===== src/rtl/btpl_pkg.sv =====
// Package: shared item types, walker states and default sizes for the trie lookup engine.
`default_nettype none
package btpl_pkg;

    localparam int NODES_DEFAULT     = 8192;
    localparam int PORT_BITS_DEFAULT = 16;
    localparam int ADDR_BITS_DEFAULT = 32;

    localparam int ADDR_W = 32;
    localparam int LEN_W  = 6;
    localparam int PORT_W = 16;
    localparam int WIDE_W = 32;

    localparam logic KIND_LOOKUP = 1'b0;
    localparam logic KIND_INSERT = 1'b1;

    localparam logic STATUS_OK   = 1'b0;
    localparam logic STATUS_FULL = 1'b1;

    localparam int QDEPTH = 2;
    localparam int QPTR_W = 1;

    typedef struct packed {
        logic              kind;
        logic [ADDR_W-1:0] address;
        logic [LEN_W-1:0]  prefix_len;
        logic [PORT_W-1:0] route_port;
    } req_t;

    typedef struct packed {
        logic              found;
        logic [PORT_W-1:0] match_port;
        logic              status;
    } rsp_t;

    typedef struct packed {
        logic              kind;
        logic [ADDR_W-1:0] addr;
        logic [LEN_W-1:0]  plen;
        logic [WIDE_W-1:0] port;
    } cmd_t;

    typedef enum logic [0:0] {
        WALK_IDLE,
        WALK_STEP
    } walk_state_t;

endpackage
`default_nettype wire


===== src/rtl/btpl_queue.sv =====
// Short command queue between the front stage and the trie walker.
`default_nettype none
module btpl_queue (
    input  wire logic            clk,
    input  wire logic            rst_n,
    input  wire logic            push_valid,
    output logic                 full,
    input  wire btpl_pkg::cmd_t  push_item,
    output logic                 head_valid,
    input  wire logic            head_stall,
    output btpl_pkg::cmd_t       head_item
);

    localparam int CNT_W = btpl_pkg::QPTR_W + 1;

    btpl_pkg::cmd_t                entry_reg [btpl_pkg::QDEPTH];
    logic [btpl_pkg::QPTR_W-1:0]   wr_ptr_reg, wr_ptr_next;
    logic [btpl_pkg::QPTR_W-1:0]   rd_ptr_reg, rd_ptr_next;
    logic [CNT_W-1:0]              count_reg, count_next;
    logic                          push, pop;

    assign full       = (count_reg == CNT_W'(btpl_pkg::QDEPTH));
    assign head_valid = (count_reg != '0);
    assign head_item  = entry_reg[rd_ptr_reg];
    assign push       = push_valid && !full;
    assign pop        = head_valid && !head_stall;

    always_comb
    begin
        wr_ptr_next = push ? wr_ptr_reg + 1'b1 : wr_ptr_reg;
        rd_ptr_next = pop ? rd_ptr_reg + 1'b1 : rd_ptr_reg;
        count_next  = count_reg + CNT_W'(push) - CNT_W'(pop);
    end

    always_ff @(posedge clk or negedge rst_n)
    begin
        if (!rst_n)
        begin
            wr_ptr_reg <= '0;
            rd_ptr_reg <= '0;
            count_reg  <= '0;
        end
        else
        begin
            wr_ptr_reg <= wr_ptr_next;
            rd_ptr_reg <= rd_ptr_next;
            count_reg  <= count_next;
        end
    end

    always_ff @(posedge clk)
    begin
        if (push)
        begin
            entry_reg[wr_ptr_reg] <= push_item;
        end
    end

endmodule
`default_nettype wire


===== config.mk =====
export PLATFORM = sky130hd
export DESIGN_NAME = btpl_queue
export DESIGN_NICKNAME = d
export VERILOG_FILES = /design/src/rtl/btpl_pkg.sv /design/src/rtl/btpl_queue.sv
export SDC_FILE = /design/constraint.sdc
export NUM_CORES = 1
export LEC_CHECK = 0
export BUFFER_PORTS_ARGS = -buffer_cell sky130_fd_sc_hd__buf_2
export CAP_MARGIN = 20
export CORE_MARGIN = 2
export CORE_UTILIZATION = 24
export DETAILED_ROUTE_END_ITERATION = 7
export SLEW_MARGIN = 20
export SYNTH_ARGS = -nofsm -noshare
export SYNTH_HDL_FRONTEND = slang
export SYNTH_SLANG_ARGS = --single-unit

===== constraint.sdc =====
create_clock -name clk -period 6.58 [get_ports clk]
set_clock_uncertainty 0.2 [all_clocks]
set_input_delay 0 -clock clk [delete_from_list [all_inputs] [get_ports clk]]
set_output_delay 0 -clock clk [all_outputs]
set_load 0.02 [all_outputs]

# [Word-level counts from Yosys, hierarchy flattened]
# Memories as Yosys holds them, arrays and structs flattened.
# Index checks and enable logic that the tools add are counted.
[word_totals] reg_bits=4 ram_bits=142 input_bits=75 output_inout_bits=73 word_cells=16 mem_count=1
[memory_table] name="entry_reg" words=2 word_bits=71 rd=1 rd_ports_with_merged_regs=0 write_ports=1 line="btpl_queue.sv:16" rtl="btpl_pkg::cmd_t entry_reg [btpl_pkg::QDEPTH];"
[op_classes] add_sub_neg=4 n_eq_ne=1 n_mux=2 n_reduce_logical=5
[op_table] op="1-bit adder, second input constant" count=2
[op_table] op="2-bit by 1-bit adder with 2-bit output" count=1
[op_table] op="2-bit equality test, second input constant" count=1
[op_table] op="1-bit logical AND" count=2
[op_table] op="1-bit zero test" count=2
[op_table] op="1-bit 2-to-1 mux" count=2
[op_table] op="2-bit nonzero test" count=1
[op_table] op="2-bit by 1-bit subtractor with 2-bit output" count=1

# [Logic depth before layout (Yosys ltp)]
[depth] word_depth=5 mapped_depth=7 ltp_nobuf=7

# [Worst setup path before layout]
# No wires, ideal clock.
[synth_path] path_type="reg2reg" start="register count_reg[1]" end="memory entry_reg[0][0] in the netlist's numbering, enable pin" setup_time_ns=0.500 t_arrival_ns=3.554 required_time_ns=5.880 slack_ns=2.325 path_stages_with_launch=4 period_less_slack_ns=4.255 cell_sequence="dfrtp_1 > nand2b_1 > nand2_1 > nor2_1"
[synth_between] elab_chain_len=5
[synth_rtl] element="start: declaration" line="btpl_queue.sv:19" rtl="logic [CNT_W-1:0] count_reg, count_next;"
[synth_rtl] element="start signal: assignment" line="btpl_queue.sv:47" rtl="count_reg <= count_next;"
[synth_rtl] element="2-bit equality test" line="btpl_queue.sv:22" rtl="assign full = (count_reg == CNT_W'(btpl_pkg::QDEPTH));"
[synth_rtl] element="1-bit zero test" line="btpl_queue.sv:25" rtl="assign push = push_valid && !full;"
[synth_rtl] element="1-bit logical AND" line="btpl_queue.sv:25"
[synth_rtl] element="1-bit 2-to-1 mux" line="btpl_queue.sv:53" rtl="if (push)"
[synth_rtl] element="1-bit 2-to-1 mux (implied by the code)" line="btpl_queue.sv:55" rtl="entry_reg[wr_ptr_reg] <= push_item;"
[synth_rtl] element="end: declaration" line="btpl_queue.sv:16"
# No other way between the ends.

==> results_dict.tcl <==
set metrics [dict create \
    gp_congestion 0.6683 \
    rrSetupSlack_ns 4.38 \
    routed_wirelength_um 11320 \
    fillerInstances 2255 \
    synth_seq_cells 146 \
    vdd_drop_max_v 0.0002880 \
    grt_pass1_wl_um 16950 \
    yosys.area.top_type "edfxtp_1" \
    final_area_sq_um 8019 \
    hp-class "in2reg" \
    synth_ff_type "edfxtp_1" \
    drv_slew 0 \
    drt_first_pass_iters 6 \
    core_sq_um 23330 \
    fp.dieH_um 157.9 \
    largest_reg_flops 142 \
    worst_slew_pin_slew_ns 1.006 \
    yosys-top-cells-area "edfxtp_1 (75%), mux2_4 (18%), buf_12 (2.5%)" \
    synth_nets 316 \
    setup_viol 0 \
    fin_cells 807 \
    dpl_cell_area_sq_um 6696 \
    grt_max_degree 72 \
    synth_top_area_share_pct 75.05 \
    drc_errors 0 \
    cts_max_level 4 \
    maxCapViolations 0 \
    crit_required_ns 6.38 \
    synth_async_sr_flop_share_pct 2.740 \
    cts_num_sinks 146 \
    num_vias 2989 \
    critPathKind "reg2out" \
    min_period_over_period_pct 41.50 \
    pwr-share-comb_pct 34.5 \
    fin_crit_ns 2.731 \
    hpwl_um 7016 \
    dieWidth_um 157.9 \
    dp.cells 699 \
    setup.worst_path.start_class "flop" \
    seqCellArea_sq_um 4368 \
    multi_input_area_sq_um 1171 \
    antenna_found_initial 1 \
    cts_hold_buffers 75 \
    p_switching_mw 1.103 \
    ant_nets 0 \
    internal_power_mw 2.344 \
    grt_pass1_vias 3302 \
    clk_pin_slew_worst_paths_ns 0.06 \
    rsz0062_at_grt "false" \
    final_util_pct 34.37 \
    timing.slew.headroom_pct 32.92 \
    clockBufferDepth 2 \
    vias_per_cell 3.704 \
    drive_gt1_share_pct 52.25 \
    syn_avg_cell_area_sq_um 23.77 \
    cts_tree "built" \
    die-area_sq_um 24920 \
    initial_core_util_pct 24.35 \
    fp-row-count 56 \
    drt_iter0_drc 76 \
    antennaDiodeCount 0 \
    synth_commonest_cells "edfxtp_1 (142), mux2_4 (69), buf_12 (7)" \
    synthToLayoutAreaGrowth_pct 41.14 \
    finalHoldViolCount 0 \
    finalPower_mw 3.447 \
    numPortBuffers 147 \
    ioPinCount 148 \
    post_cts_resized 0 \
    seqPwrFrac_pct 39.9 \
    fmax_mhz 366.2 \
    critPathCaptureType "output pin" \
    clk-insertion-delay-late_ns 0.41 \
    post_cts_buffers 0 \
    synth_most_common_cell "edfxtp_1" \
    synthDistinctLibCells 16 \
    synth_edf_count 142 \
    cts_root_buf "clkbuf_16" \
    p_leak_nw 3.174 \
    arrival_ns 2.53 \
    grt-ovfl-total 0 \
    numCtsBuffers 17 \
    num-nets-final 552 \
    syn_inst 239 \
    switching_share_pct 31.99 \
    wire_per_inst_um 14.03 \
    track_usage_pct 9.199 \
    fin_tns_setup_ns 0 \
    crit_path_max_fanout 46 \
    outcome "finished clean" \
    synth_area_sq_um 5682 \
    yosysSeqAreaShare_pct 76.81 \
    clkPwrFrac_pct 25.6 \
    yosysWarnings 0 \
    power.density_nw_per_um2 429.9 \
]
area by class of cell:
type | count | area share (%)
flip-flops and latches | 146 | 54.47
repair buffers | 225 | 19.07
multi-input cells | 83 | 14.60
clock buffers | 19 | 5.399
well taps | 319 | 4.977
clock inverters | 13 | 1.389
inverters | 2 | 0.09362
worst max-delay path, cell delays in order (launching register included):
cell     delay [ns]
dfrtp_4        0.76
buf_4          0.77
mux2_2         0.41
buf_2          0.16
cell families (layout without fill, tap and decap cells):
logic type | count (synthesis) | in the layout | share of synthesized area, %
DFF | 146 | 146 | 76.81
muxes | 71 | 71 | 18.63
buffers and inverters | 10 | 259 | 2.797
and+or+nand+nor | 6 | 6 | 0.7047
xor gates and xnor gates | 4 | 4 | 0.6167
adders and majority gates | 2 | 2 | 0.4404
worst paths after layout:
kind / startpoint / to / cells past startpoint
worst max-delay path: rd_ptr_reg / head_item[59] / 3
worst min-delay path: push_item[52] / entry_reg[0][52] / 2
worst max register to register: count_reg[1] / entry_reg[0][59] / 4
worst min register to register: count_reg[0] / count_reg[0] / 1
max in group asynchronous: rst_n / rd_ptr_reg / 3
min in group asynchronous: rst_n / count_reg[0] / 3
per-stage QoR:
step,hold slack (ns),setup WS (ns)
6_report,0.1118,3.849
5_1_grt,0.08216,3.676
4_1_cts,0.08547,3.752
3_5_place_dp,-0.3857,4.199
3_3_place_gp,-0.3888,4.226
2_1_floorplan,-0.4956,2.325
cells in the final DEF, fill, tap and decap left out, drive strengths merged, types with 2 or more instances in the layout:
cell	instances
dlygate4sd3	75
dfrtp	4
ha	2
clkinv	6
buf	150
clkinvlp	4
mux2	71
edfxtp	142
xnor2	3
inv	4
clkbuf	19
metal layers:
layer / routed length, um / GRT usage [%] / share of wire (%)
met1: 5001 / 10.74 / 44
met2: 5523 / 15.45 / 49
met3: 669 / 3.668 / 5.9
met4: 114 / 2.987 / 1.0
met5: 13 / 0 / 0.11
power groups by stage:
stage          Sequential [mW]  Clock (mW)  Combinational (mW)
6_report                  1.38       0.883                1.19
5_1_grt                   1.40       0.962                1.27
4_1_cts                   1.38       0.916                1.20
3_5_place_dp              1.40           0                1.16
3_3_place_gp              1.39           0                1.14
2_1_floorplan             1.35           0               0.959
Note: power is estimated with default switching activity, not from simulation.
