$ cat config.mk
export PLATFORM = sky130hd
export DESIGN_NAME = btpl_front
export DESIGN_NICKNAME = d
export VERILOG_FILES = /design/src/rtl/btpl_pkg.sv /design/src/rtl/btpl_front.sv
export SDC_FILE = /design/constraint.sdc
export NUM_CORES = 1
export LEC_CHECK = 0
export BUFFER_PORTS_ARGS = -buffer_cell sky130_fd_sc_hd__clkbuf_2
export CAP_MARGIN = 10
export CORE_UTILIZATION = 40
export CTS_CLUSTER_SIZE = 20
export DETAILED_ROUTE_END_ITERATION = 8
export GPL_ROUTABILITY_DRIVEN = 1
export GPL_TIMING_DRIVEN = 0
export PLACE_DENSITY = 0.88
export SETUP_SLACK_MARGIN = 0.02
export SYNTH_ARGS = -nofsm -noshare
export SYNTH_HDL_FRONTEND = slang
export SYNTH_SLANG_ARGS = --single-unit
$ cat constraint.sdc
create_clock -name clk -period 5.82 [get_ports clk]
set_input_delay 0.291 -clock clk [delete_from_list [all_inputs] [get_ports clk]]
set_output_delay 0.291 -clock clk [all_outputs]
set_load 0.01 [all_outputs]
$ cat src/rtl/btpl_pkg.sv
// Package: shared item types, walker states and default sizes for the trie lookup engine.
`default_nettype none
package btpl_pkg;

    localparam int NODES_DEFAULT     = 8192;
    localparam int PORT_BITS_DEFAULT = 16;
    localparam int ADDR_BITS_DEFAULT = 32;

    localparam int ADDR_W = 32;
    localparam int LEN_W  = 6;
    localparam int PORT_W = 16;
    localparam int WIDE_W = 32;

    localparam logic KIND_LOOKUP = 1'b0;
    localparam logic KIND_INSERT = 1'b1;

    localparam logic STATUS_OK   = 1'b0;
    localparam logic STATUS_FULL = 1'b1;

    localparam int QDEPTH = 2;
    localparam int QPTR_W = 1;

    typedef struct packed {
        logic              kind;
        logic [ADDR_W-1:0] address;
        logic [LEN_W-1:0]  prefix_len;
        logic [PORT_W-1:0] route_port;
    } req_t;

    typedef struct packed {
        logic              found;
        logic [PORT_W-1:0] match_port;
        logic              status;
    } rsp_t;

    typedef struct packed {
        logic              kind;
        logic [ADDR_W-1:0] addr;
        logic [LEN_W-1:0]  plen;
        logic [WIDE_W-1:0] port;
    } cmd_t;

    typedef enum logic [0:0] {
        WALK_IDLE,
        WALK_STEP
    } walk_state_t;

endpackage
`default_nettype wire

$ cat src/rtl/btpl_front.sv
// Front stage: accept items, normalize address, prefix length and port into commands.
`default_nettype none
module btpl_front #(
    parameter int ADDR_BITS = btpl_pkg::ADDR_BITS_DEFAULT,
    parameter int PORT_BITS = btpl_pkg::PORT_BITS_DEFAULT
) (
    input  wire logic            clk,
    input  wire logic            rst_n,
    input  wire logic            req_valid,
    output logic                 req_stall,
    input  wire btpl_pkg::req_t  req_item,
    output logic                 cmd_valid,
    input  wire logic            cmd_full,
    output btpl_pkg::cmd_t       cmd_item
);

    localparam logic [btpl_pkg::WIDE_W-1:0] PORT_MASK = 32'hFFFF_FFFF >> (32 - PORT_BITS);
    localparam logic [btpl_pkg::LEN_W-1:0]  MAX_LEN   = btpl_pkg::LEN_W'(ADDR_BITS);

    logic           front_valid_reg, front_valid_next;
    btpl_pkg::cmd_t front_cmd_reg, front_cmd_next;
    logic           accept, push;

    assign req_stall = front_valid_reg && cmd_full;
    assign accept    = req_valid && !req_stall;
    assign push      = front_valid_reg && !cmd_full;
    assign cmd_valid = front_valid_reg;
    assign cmd_item  = front_cmd_reg;

    always_comb
    begin
        front_cmd_next.kind = req_item.kind;
        front_cmd_next.addr = req_item.address << (32 - ADDR_BITS);
        front_cmd_next.plen = (req_item.prefix_len > MAX_LEN) ? MAX_LEN : req_item.prefix_len;
        front_cmd_next.port = btpl_pkg::WIDE_W'(req_item.route_port) & PORT_MASK;
        if (accept)
        begin
            front_valid_next = 1'b1;
        end
        else if (push)
        begin
            front_valid_next = 1'b0;
        end
        else
        begin
            front_valid_next = front_valid_reg;
        end
    end

    always_ff @(posedge clk or negedge rst_n)
    begin
        if (!rst_n)
        begin
            front_valid_reg <= 1'b0;
        end
        else
        begin
            front_valid_reg <= front_valid_next;
        end
    end

    always_ff @(posedge clk)
    begin
        if (accept)
        begin
            front_cmd_reg <= front_cmd_next;
        end
    end

endmodule
`default_nettype wire

# Yosys cells after proc, flatten, opt, wreduce, memory -nomap -nowiden
# Cells that the tools add are included.
word_totals:
  reg_bits: 56
  word_cells: 14
  output_inout_bits: 73
classes:
  magnitude_cmp: 1
  n_reduce_logical: 6
  n_mux: 2
ops:
  columns: ["op", "n"]
  rows:
  - ["$gt A6 B6 Y1 const B", 1]
  - ["$logic_and A1 B1 Y1", 3]
  - ["$logic_not A1 Y1", 2]
  - ["$mux W1", 2]
  - ["$reduce_bool A2 Y1", 1]

# Longest topological paths before layout
depth:
  depth_word: 4
  ltp_mapped: 1

# Worst setup path before layout
# No wires, ideal clock.
synth_timing:
  kind: "register to register"
  startpoint: "register front_valid_reg (netlist: cmd_valid)"
  endpoint: "register front_cmd_reg, in the netlist cmd_item[0], enable pin"
  t_required_ns: 5.267
  period_less_slack_ns: 5.014
  path_stages_with_launch: 2
  arrival_time_ns: 4.461
  setup_slack_ns: 0.806
  cell_sequence: "dfrtp_1 a21boi_0"
synth_via:
  elab_chain_cells: 3
synth_lines:
  columns: ["item", "line_no", "text"]
  rows:
  - ["from (decl)", "btpl_front.sv:20", "logic front_valid_reg, front_valid_next;"]
  - ["from (signal assigned)", "btpl_front.sv:58", "front_valid_reg <= front_valid_next;"]
  - ["$logic_and A1 B1 Y1", "btpl_front.sv:24", "assign req_stall = front_valid_reg && cmd_full;"]
  - ["$logic_not A1 Y1", "btpl_front.sv:25", "assign accept = req_valid && !req_stall;"]
  - ["$logic_and A1 B1 Y1", "btpl_front.sv:25", null]
  - ["via accept", "btpl_front.sv:22", "logic accept, push;"]
  - ["to (signal assigned)", "btpl_front.sv:66", "front_cmd_reg <= front_cmd_next;"]
  - ["to (decl)", "btpl_front.sv:21", "btpl_pkg::cmd_t front_cmd_reg, front_cmd_next;"]
# The timed path passes the listed nets, and every way through them passes these cells.
# A chain may end at the register's enable or synchronous reset.

# Worst setup path after layout
layout_timing:
  startpoint: "register front_valid_reg (netlist: cmd_valid)"
  endpoint: "register front_cmd_reg, in the netlist cmd_item[8], enable pin"
# The elaborated chain is that of the path after synthesis.

==> metrics.txt <==
status=completed; antenna-violating nets left=0; maximum root-to-sink buffer count=2; Setup crit start kind=flip-flop; diodes inserted=0; sequential fraction of the synthesis area=0.9030; Max-Cap Viols=0; Adder-Cell Fraction of Synth Area=0; Avg Vias per Cell=4.236; Detail Placement HPWL=3162 µm; gp weighted congestion=0.7404; CTS tree=yes; Simple-Gate Fraction of Synth Area=0.02022; Fillers=323; number of I/O port buffers=115; grt total ovfl=0; critical path type=reg -> reg; RSZ-0062 raised after global routing=no; global-route wire length before repair=5437 µm; mux share of post-synthesis cell area=0; Hold Path Class=in -> reg; Post-Synth XOR/XNOR Area=0; Die W=70.13 µm; combinational group share of total power=0.110; largest stage delay on the critical path=0.56 ns; Final Hold Violating Endpoints=0; DRC Markers=0; Worst Path Arrival=1.72 ns; die height=70.13 µm; Multi-input gate area=123.9 µm²; cell repeated most along the worst path=buf_16; P&R area growth vs syn=46.50%; TritonRoute pass-1 iters=4; CTS Sinks=56; Worst VDD drop=0.1030 mV; die area=4918 µm²; compound-cell area share of the yosys netlist=0.008086; Fin Hold WS=0.1565 ns; row count=24; CP max stage cell=a21boi_4; sum of buffers and inverters on the critical path=2; worst endpoint required time=5.83 ns; P_sw=0.1670 mW; Yosys reg bits=56; Yosys warnings=0; LEAKAGE=1.255 nW; Final period util=0.2932; synthesized area per cell=22.64 µm²; I/O pin cnt=132; WL final=3784 µm; Slew HR=0.5676; power share of the sequential group=0.623; detailed-route via count=1165; layout cells sized above 1=0.6368; Initial DRC Count=59; cells along the critical path=a21boi_4, buf_16, buf_16; post-synth cell types=9; H-tree lvl count=2; Initial Util=0.4206; post-DR wirelength/cell=13.76 µm; Int Power=0.5962 mW; Clock power frac=0.267; skew final=0.006547 ns; crit path time final=1.706 ns; pin slew with the least headroom to its limit=0.6471 ns; Clock Latency Late Sink=0.30 ns; Post-CTS Setup Bufs=0; initial antenna violation count=0; register area=1677 µm²; Num CTS Buffers=5; CTS clock-pin slew for the worst setup and hold paths=0.10 ns; cell family with most CP delay=compound AO/OA/AOI/OAI gates; CP endpoint kind=flip-flop; All-Layer GR Usage=0.1510; Max Slew Vio Count=0; Cell Area, Synth=1857 µm²; clk root buf=clkbuf_8; PD cells=280.6 nW/µm²; Synth Instances=82; pin count of the biggest net entering global routing=24; layout net count=281; CP Max Fanout=23; Core Region=4414 µm²; Sw Ratio=0.2188; largest family of logic cells by synthesized area=buffers and inverters; f_max=586.0 MHz; Pwr Total=0.7632 mW; vias in the first global route=1103; setup violators final=0
## path summary, 6_finish.rpt
kind / start / end / slack [ns] / depth (start not counted)
worst min register to register: cmd_valid / cmd_valid / 0.63 / 1
worst min-delay path: req_item[43] / cmd_item[59] / 0.16 / 1
worst max-delay path: cmd_valid / cmd_item[8] / 4.11 / 3
min in group asynchronous: rst_n / cmd_valid / 0.33 / 2
max in group asynchronous: rst_n / cmd_valid / 5.40 / 2
worst max register to register: cmd_valid / cmd_item[8] / 4.11 / 3
## kinds of logic (layout without fill, tap and decap cells)
| logic type | after synthesis | count (layout) |
|---|---|---|
| buffers and inverters | 17 | 143 |
| other | 1 | 16 |
| DFF | 56 | 56 |
| and+or+nand+nor | 6 | 6 |
| AOI/OAI and AO/OA | 2 | 2 |
## per-stage QoR
step	area [µm²]	setup slack (ns)	setup TNS [ns]	util	instances
floorplan	1913	0.8064	0	-	97
global placement	2554	-0.2391	-13.02	0.5785	264
detailed placement	2620	4.108	0	0.5935	266
CTS	2720	4.097	0	0.6162	275
global route	2720	4.024	0	0.6162	275
finish	2720	4.114	0	0.6162	275
## cell type report
type / count / share of cell area
Sequential cell: 56 / 0.6164
Timing Repair Buffer: 118 / 0.2355
Multi-Input combinational cell: 24 / 0.04554
Buffer: 17 / 0.04554
Clock buffer: 5 / 0.02530
Tap cell: 52 / 0.02392
Clock inverter: 3 / 0.007820
## layer usage
| metal | track usage | share of wire |
|---|---|---|
| met5 | 0 | 0 |
| met4 | 0.04889 | 0.0071 |
| met3 | 0.05916 | 0.12 |
| met2 | 0.2821 | 0.58 |
| met1 | 0.1515 | 0.29 |
## synth_stat cells
cell       n  area, µm²
dfrtp_1    1      25.02
edfxtp_1  55       1652
and2_1     1      6.260
a21o_1     1      7.510
clkbuf_1   1      3.750
buf_4     16      120.1
nor2b_1    5      31.28
conb_1     1      3.750
a21boi_0   1      7.510
## cell usage in the layout (no fill, tap or decap)
cell type	n
inv_6	1
edfxtp_1	55
a21o_1	1
dlygate4sd3_1	1
clkbuf_2	115
clkbuf_1	1
clkinv_2	1
clkbuf_8	5
clkinvlp_4	1
a21boi_4	1
conb_1	16
dfrtp_1	1
nor2b_1	5
buf_4	16
and2_1	1
buf_16	2
## power by group through the flow
stage	Clock (mW)	Sequential (mW)	Combinational [mW]
floorplan	0	0.500	0.0219
finish	0.204	0.475	0.0842
global placement	0	0.488	0.0740
CTS	0.212	0.476	0.0850
detailed placement	0	0.485	0.0842
global route	0.230	0.477	0.0902
## sequential cells by signal, summed over array words and instances, names as in the netlist
register and flops:
cmd_item 55, cmd_valid 1
## repair_timing
item | 4_1_cts | 5_1_grt
endpoints found under the hold margin | 1 | 0
gates resized for setup | 0 | 0
endpoints found under the setup margin | 0 | 0
hold buffers | 1 | 0
## worst reg2reg max path, delay by kind of cell, from the launching register on
kind                   cells  cell delay [ns]
DFF                        1             0.45
AOI/OAI and AO/OA          1             0.56
buffers and inverters      2             0.41
No activity file was read; power rests on OpenSTA's default activity.
